### src/hw/rtl/vkn_pkg.sv
// Package: types, key grid tables and codes for the virtual keyboard navigator.
`default_nettype none
package vkn_pkg;

	localparam int STICKY_SLOTS_DEF = 8;
	localparam int RES_DEPTH = 7;
	localparam logic [15:0] INIT_DELAY_RST = 16'd220;
	localparam logic [15:0] REPEAT_PER_RST = 16'd70;

	localparam logic [7:0] SP_RESET  = 8'h80;
	localparam logic [7:0] SP_VOID   = 8'h81;
	localparam logic [7:0] SP_NUMPAD = 8'h82;
	localparam logic [7:0] SP_QWERTY = 8'h83;
	localparam logic [6:0] MOD_SHIFT   = 7'h38;
	localparam logic [6:0] MOD_CTRL    = 7'h36;
	localparam logic [6:0] MOD_CAPS    = 7'h39;
	localparam logic [6:0] MOD_OPTION  = 7'h3a;
	localparam logic [6:0] MOD_COMMAND = 7'h37;

	localparam logic [1:0] KIND_KEY    = 2'd0;
	localparam logic [1:0] KIND_MOD    = 2'd1;
	localparam logic [1:0] KIND_RESET  = 2'd2;
	localparam logic [1:0] KIND_STATUS = 2'd3;

	localparam logic CFG_INIT_DELAY = 1'b0;
	localparam logic CFG_REPEAT_PER = 1'b1;

	typedef enum logic [3:0] {
		ST_IDLE, ST_HIDE, ST_TOG, ST_REL, ST_DIR, ST_WALK,
		ST_PRESS, ST_KEYUP, ST_STAT, ST_OUT
	} state_t;

	localparam logic [7:0] QWERTY_ROM [84] = '{
		8'h80, 8'h7f, 8'h81, 8'h81, 8'h81, 8'h81, 8'h81,
		8'h81, 8'h81, 8'h81, 8'h81, 8'h81, 8'h81, 8'h81,
		8'h35, 8'h12, 8'h13, 8'h14, 8'h15, 8'h17, 8'h16,
		8'h1a, 8'h1c, 8'h19, 8'h1d, 8'h1b, 8'h18, 8'h33,
		8'h30, 8'h0c, 8'h0d, 8'h0e, 8'h0f, 8'h11, 8'h10,
		8'h20, 8'h22, 8'h1f, 8'h23, 8'h21, 8'h1e, 8'h82,
		8'h36, 8'h00, 8'h01, 8'h02, 8'h03, 8'h05, 8'h04,
		8'h26, 8'h28, 8'h25, 8'h29, 8'h27, 8'h24, 8'h24,
		8'h38, 8'h38, 8'h06, 8'h07, 8'h08, 8'h09, 8'h0b,
		8'h2d, 8'h2e, 8'h2b, 8'h2f, 8'h2c, 8'h38, 8'h38,
		8'h39, 8'h3a, 8'h37, 8'h37, 8'h32, 8'h31, 8'h31,
		8'h31, 8'h31, 8'h2a, 8'h3b, 8'h3c, 8'h3d, 8'h3e
	};

	localparam logic [7:0] KEYPAD_ROM [24] = '{
		8'h83, 8'h83, 8'h83, 8'h83,
		8'h47, 8'h51, 8'h4b, 8'h43,
		8'h59, 8'h5b, 8'h5c, 8'h45,
		8'h56, 8'h57, 8'h58, 8'h4e,
		8'h53, 8'h54, 8'h55, 8'h4c,
		8'h52, 8'h52, 8'h41, 8'h4c
	};

	function automatic logic [3:0] grid_cols(input logic pg);
		return pg ? 4'd4 : 4'd14;
	endfunction

	// Key under a grid position; outside the grid reads as void.
	function automatic logic [7:0] grid_cell(input logic pg, input logic [3:0] x,
			input logic [2:0] y);
		logic [6:0] idx;
		idx = {4'd0, y} * {3'd0, grid_cols(pg)} + {3'd0, x};
		if (x >= grid_cols(pg) || y >= 3'd6)
			return SP_VOID;
		else if (pg)
			return KEYPAD_ROM[idx[4:0]];
		else
			return QWERTY_ROM[idx];
	endfunction

	function automatic logic is_mod(input logic [7:0] c);
		return c == {1'b0, MOD_SHIFT} || c == {1'b0, MOD_CTRL} || c == {1'b0, MOD_CAPS}
			|| c == {1'b0, MOD_OPTION} || c == {1'b0, MOD_COMMAND};
	endfunction

endpackage
`default_nettype wire

### src/hw/rtl/virtual_keyboard_navigator.sv
// Top level: virtual keyboard cursor, key press and sticky modifier sequencer.
// Sequence: a visible poll runs ST_REL to release held non-Caps latches if a release is pending,
// ST_DIR, ST_WALK steps on a move until a key is reached, ST_PRESS, ST_KEYUP for a key release
// and ST_STAT; a show runs ST_TOG, ST_STAT; a hide ST_HIDE, ST_TOG, ST_STAT; a hidden poll ST_STAT.
// Throughput: one item at a time; results leave one per cycle while m_tready is high, and the input
// is ready again the cycle after the last result transfers. Reset: arst_n resets all control state.
`default_nettype none
module virtual_keyboard_navigator
	import vkn_pkg::*;
#(
	parameter int STICKY_SLOTS = STICKY_SLOTS_DEF
) (
	input  wire logic        clk,
	input  wire logic        arst_n,
	input  wire logic        s_tvalid,
	output logic             s_tready,
	input  wire logic [39:0] s_tdata,  // pad_left, pad_right, pad_up, pad_down, pad_press, now_ms[31:0], 0
	input  wire logic        s_tuser,  // func
	output logic             m_tvalid,
	input  wire logic        m_tready,
	output logic [23:0]      m_tdata,  // key_code[6:0], key_down, cursor_col[3:0], cursor_row[2:0], page, visible, 0
	output logic [1:0]       m_tuser,  // kind
	output logic             m_tlast,
	input  wire logic        cfg_we,
	input  wire logic        cfg_idx,
	input  wire logic [15:0] cfg_data
);

	localparam int CW = $clog2(STICKY_SLOTS + 1);
	localparam int IW = $clog2(STICKY_SLOTS);

	state_t state_q, state_nx;

	logic [15:0] init_dly_q, rep_per_q;
	logic [3:0]  cur_x_q;
	logic [2:0]  cur_y_q;
	logic        page_q, shown_q, press_prev_q, dir_held_q, dir_rep_q, rel_pend_q;
	logic [31:0] last_ms_q;
	logic [6:0]  held_q [STICKY_SLOTS];
	logic [CW-1:0] held_cnt_q, idx_q;
	logic [4:0]  pads_q;     // left, right, up, down, press
	logic [31:0] now_q;
	logic [6:0]  guard_q;
	logic [1:0]  res_kind_q [RES_DEPTH];
	logic [6:0]  res_code_q [RES_DEPTH];
	logic        res_down_q [RES_DEPTH];
	logic [2:0]  res_cnt_q, out_idx_q;

	logic in_xfer, out_xfer;
	assign in_xfer  = s_tvalid && s_tready;
	assign out_xfer = m_tvalid && m_tready;

	// Direction decode: left beats right, up beats down.
	logic any_dir, dir_due, step_now;
	logic [31:0] elapsed;
	assign any_dir = |pads_q[3:0];
	assign elapsed = now_q - last_ms_q;
	assign dir_due = elapsed >= {16'd0, dir_rep_q ? rep_per_q : init_dly_q};
	assign step_now = any_dir && (!dir_held_q || dir_due);

	// One walk step with wraparound.
	logic [3:0] cols, nx;
	logic [2:0] ny;
	logic       walk_more;
	assign cols = grid_cols(page_q);
	always_comb begin
		nx = cur_x_q;
		if (pads_q[0])
			nx = (cur_x_q == 4'd0) ? cols - 4'd1 : cur_x_q - 4'd1;
		else if (pads_q[1])
			nx = (cur_x_q >= cols - 4'd1) ? 4'd0 : cur_x_q + 4'd1;
		ny = cur_y_q;
		if (pads_q[2])
			ny = (cur_y_q == 3'd0) ? 3'd5 : cur_y_q - 3'd1;
		else if (pads_q[3])
			ny = (cur_y_q >= 3'd5) ? 3'd0 : cur_y_q + 3'd1;
	end
	assign walk_more = grid_cell(page_q, nx, ny) == SP_VOID && guard_q > 7'd1;

	// Key under the cursor and press edge.
	logic [7:0] key;
	logic       press_edge, plain_key;
	assign key = grid_cell(page_q, cur_x_q, cur_y_q);
	assign press_edge = pads_q[4] && !press_prev_q;
	assign plain_key = press_edge && !key[7] && !is_mod(key);

	// Modifier latch lookup: lowest matching slot.
	logic          mod_hit;
	logic [CW-1:0] mod_pos;
	always_comb begin
		mod_hit = 1'b0;
		mod_pos = '0;
		for (int j = STICKY_SLOTS - 1; j >= 0; j--) begin
			if (CW'(j) < held_cnt_q && held_q[j] == key[6:0]) begin
				mod_hit = 1'b1;
				mod_pos = CW'(j);
			end
		end
	end

	logic [CW-1:0] idx_m1;
	logic [6:0]    held_rd;
	assign idx_m1 = idx_q - CW'(1);
	assign held_rd = held_q[idx_m1[IW-1:0]];

	// Next state.
	always_comb begin
		state_nx = state_q;
		unique case (state_q)
			ST_IDLE: begin
				if (in_xfer) begin
					if (s_tuser)
						state_nx = shown_q ? ST_HIDE : ST_TOG;
					else if (!shown_q)
						state_nx = ST_STAT;
					else
						state_nx = rel_pend_q ? ST_REL : ST_DIR;
				end
			end
			ST_HIDE:  if (idx_q == '0) state_nx = ST_TOG;
			ST_TOG:   state_nx = ST_STAT;
			ST_REL:   if (idx_q == '0) state_nx = ST_DIR;
			ST_DIR:   state_nx = step_now ? ST_WALK : ST_PRESS;
			ST_WALK:  if (!walk_more) state_nx = ST_PRESS;
			ST_PRESS: state_nx = plain_key ? ST_KEYUP : ST_STAT;
			ST_KEYUP: state_nx = ST_STAT;
			ST_STAT:  state_nx = ST_OUT;
			ST_OUT:   if (out_xfer && out_idx_q == res_cnt_q - 3'd1) state_nx = ST_IDLE;
			default:  state_nx = ST_IDLE;
		endcase
	end

	// Port outputs.
	always_comb begin
		s_tready = state_q == ST_IDLE;
		m_tvalid = state_q == ST_OUT;
		m_tuser  = res_kind_q[out_idx_q];
		m_tlast  = out_idx_q == res_cnt_q - 3'd1;
		m_tdata  = {7'd0, shown_q, page_q, cur_y_q, cur_x_q,
			res_down_q[out_idx_q], res_code_q[out_idx_q]};
	end

	// Result push requests.
	logic       push;
	logic [1:0] push_kind;
	logic [6:0] push_code;
	logic       push_down;
	// Latch removal requests.
	logic          rm;
	logic [CW-1:0] rm_pos;
	always_comb begin
		push = 1'b0; push_kind = KIND_STATUS; push_code = '0; push_down = 1'b0;
		rm = 1'b0; rm_pos = '0;
		unique case (state_q)
			ST_HIDE: if (idx_q != '0) begin
				push = 1'b1; push_kind = KIND_MOD; push_code = held_rd;
			end
			ST_REL: if (idx_q != '0 && held_rd != MOD_CAPS) begin
				push = 1'b1; push_kind = KIND_MOD; push_code = held_rd;
				rm = 1'b1; rm_pos = idx_m1;
			end
			ST_PRESS: if (press_edge) begin
				if (key == SP_RESET) begin
					push = 1'b1; push_kind = KIND_RESET;
				end else if (is_mod(key)) begin
					push_kind = KIND_MOD; push_code = key[6:0];
					if (mod_hit) begin
						push = 1'b1; rm = 1'b1; rm_pos = mod_pos;
					end else if (held_cnt_q < CW'(STICKY_SLOTS)) begin
						push = 1'b1; push_down = 1'b1;
					end
				end else if (!key[7]) begin
					push = 1'b1; push_kind = KIND_KEY; push_code = key[6:0]; push_down = 1'b1;
				end
			end
			ST_KEYUP: begin
				push = 1'b1; push_kind = KIND_KEY; push_code = key[6:0];
			end
			ST_STAT: push = 1'b1;
			default: ;
		endcase
	end

	// Result buffer and modifier latches (no reset: read only below their counts).
	always_ff @(posedge clk) begin
		if (push && res_cnt_q < 3'(RES_DEPTH)) begin
			res_kind_q[res_cnt_q] <= push_kind;
			res_code_q[res_cnt_q] <= push_code;
			res_down_q[res_cnt_q] <= push_down;
		end
		if (rm) begin
			for (int j = 0; j < STICKY_SLOTS - 1; j++)
				if (CW'(j) >= rm_pos && CW'(j + 1) < held_cnt_q)
					held_q[j] <= held_q[j + 1];
		end else if (state_q == ST_PRESS && push && push_down && push_kind == KIND_MOD) begin
			held_q[held_cnt_q[IW-1:0]] <= key[6:0];
		end
		if (in_xfer) begin
			pads_q <= s_tdata[4:0];
			now_q  <= s_tdata[36:5];
		end
	end

	// Control state.
	always_ff @(posedge clk or negedge arst_n) begin
		if (!arst_n) begin
			state_q <= ST_IDLE;
			init_dly_q <= INIT_DELAY_RST;
			rep_per_q <= REPEAT_PER_RST;
			cur_x_q <= 4'd1;
			cur_y_q <= 3'd1;
			page_q <= 1'b0;
			shown_q <= 1'b0;
			press_prev_q <= 1'b0;
			dir_held_q <= 1'b0;
			dir_rep_q <= 1'b0;
			last_ms_q <= '0;
			rel_pend_q <= 1'b0;
			held_cnt_q <= '0;
			idx_q <= '0;
			guard_q <= '0;
			res_cnt_q <= '0;
			out_idx_q <= '0;
		end else begin
			state_q <= state_nx;
			if (cfg_we) begin
				if (cfg_idx == CFG_INIT_DELAY) init_dly_q <= cfg_data;
				if (cfg_idx == CFG_REPEAT_PER) rep_per_q <= cfg_data;
			end
			if (push && res_cnt_q < 3'(RES_DEPTH))
				res_cnt_q <= res_cnt_q + 3'd1;
			if (rm)
				held_cnt_q <= held_cnt_q - CW'(1);
			else if (state_q == ST_PRESS && push && push_down && push_kind == KIND_MOD)
				held_cnt_q <= held_cnt_q + CW'(1);
			unique case (state_q)
				ST_IDLE: if (in_xfer) begin
					res_cnt_q <= '0;
					out_idx_q <= '0;
					idx_q <= held_cnt_q;
				end
				ST_HIDE: begin
					if (idx_q == '0) begin
						held_cnt_q <= '0;
						rel_pend_q <= 1'b0;
					end else
						idx_q <= idx_m1;
				end
				ST_TOG: begin
					shown_q <= !shown_q;
					press_prev_q <= 1'b0;
					dir_held_q <= 1'b0;
					dir_rep_q <= 1'b0;
				end
				ST_REL: begin
					if (idx_q == '0)
						rel_pend_q <= 1'b0;
					else
						idx_q <= idx_m1;
				end
				ST_DIR: begin
					guard_q <= page_q ? 7'd24 : 7'd84;
					if (!any_dir) begin
						dir_held_q <= 1'b0;
						dir_rep_q <= 1'b0;
					end else if (step_now) begin
						dir_rep_q <= dir_held_q;
						dir_held_q <= 1'b1;
						last_ms_q <= now_q;
					end
				end
				ST_WALK: begin
					cur_x_q <= nx;
					cur_y_q <= ny;
					guard_q <= guard_q - 7'd1;
				end
				ST_PRESS: begin
					press_prev_q <= pads_q[4];
					if (press_edge) begin
						if (key == SP_NUMPAD) begin
							page_q <= 1'b1; cur_x_q <= 4'd1; cur_y_q <= 3'd3;
						end else if (key == SP_QWERTY) begin
							page_q <= 1'b0; cur_x_q <= 4'd1; cur_y_q <= 3'd1;
						end else if (plain_key)
							rel_pend_q <= 1'b1;
					end
				end
				ST_OUT: if (out_xfer) out_idx_q <= out_idx_q + 3'd1;
				default: ;
			endcase
		end
	end

endmodule
`default_nettype wire
### config.mk
export PLATFORM = sky130hd
export DESIGN_NAME = virtual_keyboard_navigator
export DESIGN_NICKNAME = d
export VERILOG_FILES = /design/src/hw/rtl/vkn_pkg.sv /design/src/hw/rtl/virtual_keyboard_navigator.sv
export SDC_FILE = /design/constraint.sdc
export NUM_CORES = 1
export LEC_CHECK = 0
export ABC_AREA = 1
export BUFFER_PORTS_ARGS = -buffer_cell sky130_fd_sc_hd__buf_4
export CAP_MARGIN = 20
export CORE_UTILIZATION = 60
export DETAILED_ROUTE_END_ITERATION = 10
export GPL_TIMING_DRIVEN = 0
export PLACE_DENSITY = 0.78
export SLEW_MARGIN = 5
export SYNTH_ARGS = -nofsm -noshare
export SYNTH_HDL_FRONTEND = slang
export SYNTH_SLANG_ARGS = --single-unit
export TNS_END_PERCENT = 100
### constraint.sdc
create_clock -name clk -period 5.7 [get_ports clk]
set_input_delay 0.285 -clock clk [delete_from_list [all_inputs] [get_ports clk]]
set_output_delay 0.285 -clock clk [all_outputs]
set_load 0.03 [all_outputs]
* Word level (Yosys, flattened, before mapping)
Memories as Yosys holds them, arrays and structs flattened.
Index checks and enable logic that the tools add are counted.
** Storage, ports and cells
- Memory bits (writable) :: 126
- Bits of input ports :: 63
- Bits in registers :: 139
- Bits in read-only memories :: 2560
- Logic and storage cells :: 345
- Memories :: 8
** Memories
- (name not given) :: depth 128, width 8, read ports 1, clocked after Yosys merged registers in 0, wr ports 0, RTL line vkn_pkg.sv:71 : return QWERTY_ROM[idx];
- (name not given) :: depth 128, width 8, read ports 1, clocked after Yosys merged registers in 0, wr ports 0, RTL line vkn_pkg.sv:71
- (name not given) :: depth 32, width 8, read ports 1, clocked after Yosys merged registers in 0, wr ports 0, RTL line vkn_pkg.sv:69 : return KEYPAD_ROM[idx[4:0]];
- (name not given) :: depth 32, width 8, read ports 1, clocked after Yosys merged registers in 0, wr ports 0, RTL line vkn_pkg.sv:69
- held_q :: depth 8, width 7, read ports 9, clocked after Yosys merged registers in 0, wr ports 7, RTL line virtual_keyboard_navigator.sv:39 : logic [6:0] held_q [STICKY_SLOTS];
- res_code_q :: depth 7, width 7, read ports 1, clocked after Yosys merged registers in 0, wr ports 1, RTL line virtual_keyboard_navigator.sv:45 : logic [6:0] res_code_q [RES_DEPTH];
- 2 more memories
** Operators by class
- Bitwise operators :: 5
- Muxes and demuxes :: 156
- Order comparisons :: 29
- Reductions and logical operators :: 68
- Equal/unequal tests :: 43
- Multiply operators :: 2
- Add/sub/neg operators :: 15
** Operators by type and width (count)
- two-way mux 4 bit :: 34
- two-way mux 8 bit :: 12
- two-way mux 1 bit :: 63
- equality test 7 bit :: 8
- two-way mux 7 bit :: 8
- two-way mux 3 bit :: 15
- equality test 8 x 6 -> 1 bit, second input constant :: 5
- case mux 4 bit (9 select lines) :: 1
- equality test 8 bit, second input constant :: 4
- >= comparator 32 x 16 -> 1 bit :: 1
- subtractor 32 bit :: 1
- logical AND 1 bit :: 28
- case mux 7 bit (4 select lines) :: 1
- case mux 4 bit (2 select lines) :: 3
- equality test 4 x 3 -> 1 bit, second input constant :: 4
- >= comparator 8 bit, second input constant :: 2
- < comparator 3 x 4 -> 1 bit, first input constant :: 4
- two-way mux 16 bit :: 1
- two-way mux 2 bit :: 8
- != test 2 bit, second input constant :: 8
- inverter 7 -> 8 bit :: 2
- nonzero test 2 bit :: 8
- subtractor 4 x 1 -> 4 bit, second input constant :: 4
- AND reduction 3 bit :: 5
- other kinds (44) :: 88

* Depth between registers and ports, before layout
- Word-level depth :: 32
- Gate-level depth with buffers :: 35

* Worst setup path before layout
OpenSTA, ideal clock, no wires.
- Path kind :: reg-to-reg
- From :: register cur_y_q[0]
- To :: memory res_code_q[1][0] (enable)
- Slack :: 0.351 ns
- Cell stages (with the launch flop) :: 33
- Period minus slack after synthesis :: 5.349 ns
- Data arrival time :: 4.973 ns
- Required time :: 5.324 ns
- Cells stage by stage :: dfstp_2 > inv_1 > nor2_1 > fa_1 > fa_1 > fa_1 > buf_4 > inv_4 > buf_4 > nand2_1 > nand2_1 > nand2_1 > nand2_1 > nand2_1 > nand3_1 > nand2_2 > nand2_1 > buf_4 > nand2_1 > nand3_1 > nor2_1 > nand2_1 > nand2_1 > nor2_2 > nand3_1 > nand2_1 > nand2_1 > nand2_1 > nand2_1 > nand2_1 > nor2_1 > inv_1 > nor2_1
** Between the ends
- Longest elaborated chain between the ends :: 26
- Elaborated cells between the ends (all ways) :: 57
- Classes of those cells :: add/sub: 1; mul: 1; order compare: 1; eq/ne: 14; mux: 22; bitwise: 2; reduce/logical: 14; memory: 2
** RTL lines
- from (decl) :: RTL line virtual_keyboard_navigator.sv:36 : logic [2:0] cur_y_q;
- from (signal assigned) :: RTL line virtual_keyboard_navigator.sv:274 : cur_y_q <= ny;
- multiplier 3 x 4 -> 7 bit :: RTL line vkn_pkg.sv:65 : idx = {4'd0, y} * {3'd0, grid_cols(pg)} + {3'd0, x};
- adder 7 x 4 -> 7 bit :: RTL line vkn_pkg.sv:65
- inverter 7 -> 8 bit (not written as such) or inverter 5 -> 6 bit (tied branches) :: RTL line vkn_pkg.sv:71, vkn_pkg.sv:69
- memory read (128 x 8 bit) or memory read (32 x 8 bit) (tied branches)
- two-way mux 8 bit (on tied branches) (2 in series) :: RTL line vkn_pkg.sv:71, vkn_pkg.sv:69
- two-way mux 8 bit :: RTL line vkn_pkg.sv:68 : else if (pg)
- two-way mux 8 bit (*) :: RTL line vkn_pkg.sv:66 : if (x >= grid_cols(pg) || y >= 3'd6)
- equality test 7 bit :: RTL line virtual_keyboard_navigator.sv:94 : if (CW'(j) < held_cnt_q && held_q[j] == key[6:0]) begin
- (+9 left out)
- two-way mux 1 bit :: RTL line virtual_keyboard_navigator.sv:167 : if (mod_hit) begin
- two-way mux 1 bit :: RTL line virtual_keyboard_navigator.sv:165 : end else if (is_mod(key)) begin
- two-way mux 1 bit (*) :: RTL line virtual_keyboard_navigator.sv:163 : if (key == SP_RESET) begin
- two-way mux 1 bit (*) :: RTL line virtual_keyboard_navigator.sv:162 : ST_PRESS: if (press_edge) begin
- case mux 1 bit (4 select lines) (*) :: RTL line virtual_keyboard_navigator.sv:154 : unique case (state_q)
- logical AND 1 bit (*) :: RTL line virtual_keyboard_navigator.sv:186 : if (push && res_cnt_q < 3'(RES_DEPTH)) begin
- two-way mux 1 bit (*) :: RTL line virtual_keyboard_navigator.sv:186
- two-way mux 1 bit (not written as such) (*) :: RTL line virtual_keyboard_navigator.sv:188 : res_code_q[res_cnt_q] <= push_code;
- to (decl) :: RTL line virtual_keyboard_navigator.sv:45
Mark *: on every way between the ends. The rest lies on a longest branch, timed or not. The select of a mux whose other input is x is not followed.

==> key figures <==
Logic synthesis
  – Combinational family with the most area after synthesis: simple AND/OR/NAND/NOR gates
  – Post-Synth Adder-Cell Area: 8.06%
  – Dominant register cell in the synthesized netlist: edfxtp_1
  – Number of instances in the synthesized netlist: 2353
  – Syn Area/Cell: 7.74 µm²
  – Distinct cell type count after synthesis: 66
  – Simple-gate share of the synthesized area: 26.2%
  – Mux cell area share after synthesis: 0.942%
  – Synthesis-stage register bit count: 265
  – Post-synthesis compound-gate area fraction: 13.9%
  – Post-synthesis async set-or-reset flop share: 38.5%
  – Cell area after synthesis: 18200 µm²
  – Count of flip-flops with a built-in enable after synthesis: 163
  – Share of synthesized area occupied by flip-flops and latches: 41.0%
  – Count of yosys warnings during synthesis: 0
  – Xor/xnor share of the synthesized area: 1.92%

Floorplan
  – Die extent in y: 176 µm
  – # rows: 63
  – Die Width: 176 µm
  – I/O pin total: 92
  – Effective utilization at floorplan: 61.2%
  – Floorplan Core Area: 29700 µm²
  – Die Footprint: 31000 µm²

Min path
  – Depth of the worst hold-timing path: 4
  – Startpoint of the worst hold path: cfg_we
  – End of the worst hold path: rep_per_q[5]
  – Worst min-delay path class: input pin to flop

Clocking
  – Post-CTS clock slew at the launch and capture registers of the worst setup and hold paths: 0.07 ns
  – Clock latency on the worst-skew pair: 0.59 ns
  – Number of levels in the clock H-tree: 1
  – Cell at the root of the clock tree: clkbuf_16
  – Buffer depth of the longest clock path: 3
  – Num CTS Buffers: 29
  – Sinks on the clock net: 265
  – CTS tree: done

STA
  – Min Tclk post-route: 5.58 ns
  – Slew Limit Fails: 0
  – Final clock skew: 0.0245 ns
  – Max Clk Rate: 0.179 GHz
  – Final worst-path cycle share: 97.8%
  – Transition at the pin with the smallest max-transition slack: 1.04 ns
  – RSZ-0062 raised after global routing: true
  – Final setup viols: 0
  – Final-report hold violation count: 0
  – Worst max-slew margin expressed relative to the limit: 30.3%
  – WHS: 0.0777 ns

Worst setup path
  – Depth of the worst register-to-register path: 19
  – Critical Path Source Type: flop
  – Endpoint class of the critical path: flop
  – Maximum net fanout on the critical path: 10
  – Type of the setup path with the least slack: flop to flop
  – Arrival time of data at the critical path endpoint: 5.85 ns
  – Worst r2r dst: held_q[1][0]
  – Worst reg2reg path startpoint: idx_q[0]
  – Reg-to-reg slack, setup: 0.12 ns
  – Worst Path Required: 5.97 ns

Global routing
  – First-pass GRT wire length: 87500 µm
  – Number of global-route vias before repair: 16900
  – GRT Overall Usage: 35.7%
  – Largest net degree at the start of global routing: 56
  – Number of antenna violations at the first check in global routing: 0
  – Grt ovf: 0

Layout
  – Total of fill cells in the finished design: 2210
  – Share of final-layout standard cells stronger than drive strength 1: 14.1%
  – Post-route cell area: 22000 µm²
  – # diodes: 0
  – Total number of nets in the final design: 2765
  – Area growth from synthesis to layout: 20.8%

Place
  – Final RePlAce weighted congestion: 0.963
  – Number of buffers added on ports: 81
  – Cell Area, Placed: 19400 µm²
  – DP Wirelength: 38500 µm

Drt
  – Detailed-router iteration count before antenna repair: 6
  – Via Count: 17700
  – Post-route ant nets: 0
  – Final WL: 56200 µm
  – WL/cell: 18.7 µm
  – Per-cell via count in the routed design: 5.91
  – DRT iter0 DRCs: 2015
  – Post-detailed-route DRC marker count: 0

Run
  – Maximum Capacitance Violations: 0

Status
  – Run status: finished, final reports clean
-- routing by layer --
layer	part of all wire [%]	up-vias	global-route usage, %	routed length (µm)
li1	-	8312	-	-
met1	41	8311	48.5	22900
met2	46	951	57.8	26000
met3	9.1	172	5.19	5120
met4	3.9	0	13.3	2210
met5	0	-	0	0
-- synthesized netlist by cell type, types with 4 or more instances --
library cell  instances  share of area (%)
dfstp_2              10                1.4
fa_1                  7               0.77
a31oi_1              13               0.45
edfxtp_1            163                 27
nor2_2                6               0.21
buf_2                 4               0.11
nand2_4               4               0.25
clkbuf_1             42               0.87
xnor2_1              11               0.53
mux2i_1              16               0.88
o22ai_1              17               0.58
o21bai_1              9               0.37
nand3_1             158                4.3
nand2_2              20               0.69
dfrtp_1              92                 13
a221oi_1              4               0.19
nor2_4                4               0.25
inv_1               261                5.4
nor3_1               18               0.49
xor2_1               29                1.4
o21ai_1              20               0.55
a21o_1                9               0.37
or2_2                 5               0.17
o211ai_1             11               0.45
inv_2                10               0.21
buf_4                14               0.58
ha_1                106                7.3
a21oi_1             124                3.4
nand4_1              15               0.52
nor2_1              217                4.5
nand3b_1             16               0.66
buf_6                11               0.68
nor4_1                5               0.17
nand2_1             629                 13
a22oi_1               4               0.16
o21ai_0             219                6.0
-- kinds of logic (layout without fill, tap and decap cells) --
| family | after synthesis | in the layout |
|---|---|---|
| compound gates | 455 | 455 |
| xor+xnor | 40 | 40 |
| fa+ha+maj | 113 | 113 |
| buf+inv | 349 | 601 |
| flops | 265 | 265 |
| mux | 17 | 17 |
| other cells | 1 | 7 |
| simple gates | 1113 | 1114 |
-- critical path, cell delays in order (launching register included) --
cell       delay (ns)
dfrtp_1          0.49
inv_1            0.11
clkbuf_1         0.44
clkbuf_2         0.40
ha_1             0.49
inv_1            0.24
clkbuf_1         0.57
a21oi_1          0.08
a21oi_1          0.23
a32oi_1          0.21
nand4_1          0.21
nor2_1           0.09
nand2_1          0.06
o2111ai_1        0.49
nor2_4           0.45
nand2_8          0.13
nor3_4           0.21
buf_4            0.17
inv_2            0.05
nand2_4          0.11
-- registers in the layout, summed over array words and instances (netlist names), 3 cells and up --
register	flops
held_q	56
idx_q	4
init_dly_q	16
res_kind_q	14
rep_per_q	16
guard_q	7
state_q	4
held_cnt_q	4
res_code_q	49
cur_y_q	3
res_down_q	7
res_cnt_q	3
cur_x_q	4
last_ms_q	32
out_idx_q	3
pads_q	5
now_q	32
-- metrics by stage --
step,util (%),worst slack (ns),TNS (ns),instances
floorplan,-,0.351,0,2359
finish,74.0,0.123,0,3002
global placement,65.0,-1.13,-151.92,2830
detailed placement,65.2,-1.11,-145.71,2832
global route,74.0,-0.0440,-0.848,3002
CTS,72.0,0.00185,0,2963
-- placed cells by master, fill, tap and decap left out, types with 17 or more instances in the layout --
cell type and count:
nor3_1 18, dlygate4sd3_1 55, clkbuf_1 45, o21ai_0 217, buf_6 17, nor2_4 18, edfxtp_1 163, a21oi_1 121
inv_1 254, nand2_2 21, nor2_1 195, o21ai_1 18, o22ai_1 17, nand3_1 154, clkbuf_16 31, buf_4 136
xor2_1 27, dfrtp_1 89, nand2_4 19, nand2_1 613, ha_1 106
-- cell type report --
cell class / instances / area [µm²] / area share, %
Multi-Input combinational cell: 1746 / 9700 / 44.1
Sequential cell: 265 / 7460 / 33.9
Timing Repair Buffer: 199 / 1820 / 8.28
Inverter: 276 / 1050 / 4.79
Clock buffer: 41 / 833 / 3.79
Tap cell: 390 / 488 / 2.22
Buffer: 72 / 464 / 2.11
Clock inverter: 13 / 163 / 0.740
-- how the worst max path moves through the flow --
| stage | start | endpoint | slack [ns] | cells after the start |
|---|---|---|---|---|
| after detailed placement | page_q | held_q[5][3] | -1.11 | 27 |
| after CTS | cur_y_q[0] | held_q[0][0] | 0.002 | 29 |
| after floorplan | cur_y_q[0] | res_code_q[1][0] | 0.35 | 32 |
| after global placement | page_q | held_q[5][3] | -1.13 | 31 |
| after global routing | cur_y_q[0] | held_q[1][3] | -0.04 | 30 |
| final | idx_q[0] | held_q[1][0] | 0.12 | 19 |
-- what timing repair did --
action / 4_1_cts / 5_1_grt
buffers inserted: 22 / 36
cloned: 0 / 3
hold endpoints to repair: 116 / 0
setup endpoints to repair: 193 / 225
pin swaps: 17 / 30
resized for setup: 54 / 83
hold buffers: 55 / 0
Power is not shown: default switching activity piles up to over one toggle a cycle in this logic, so the estimate is an artifact.
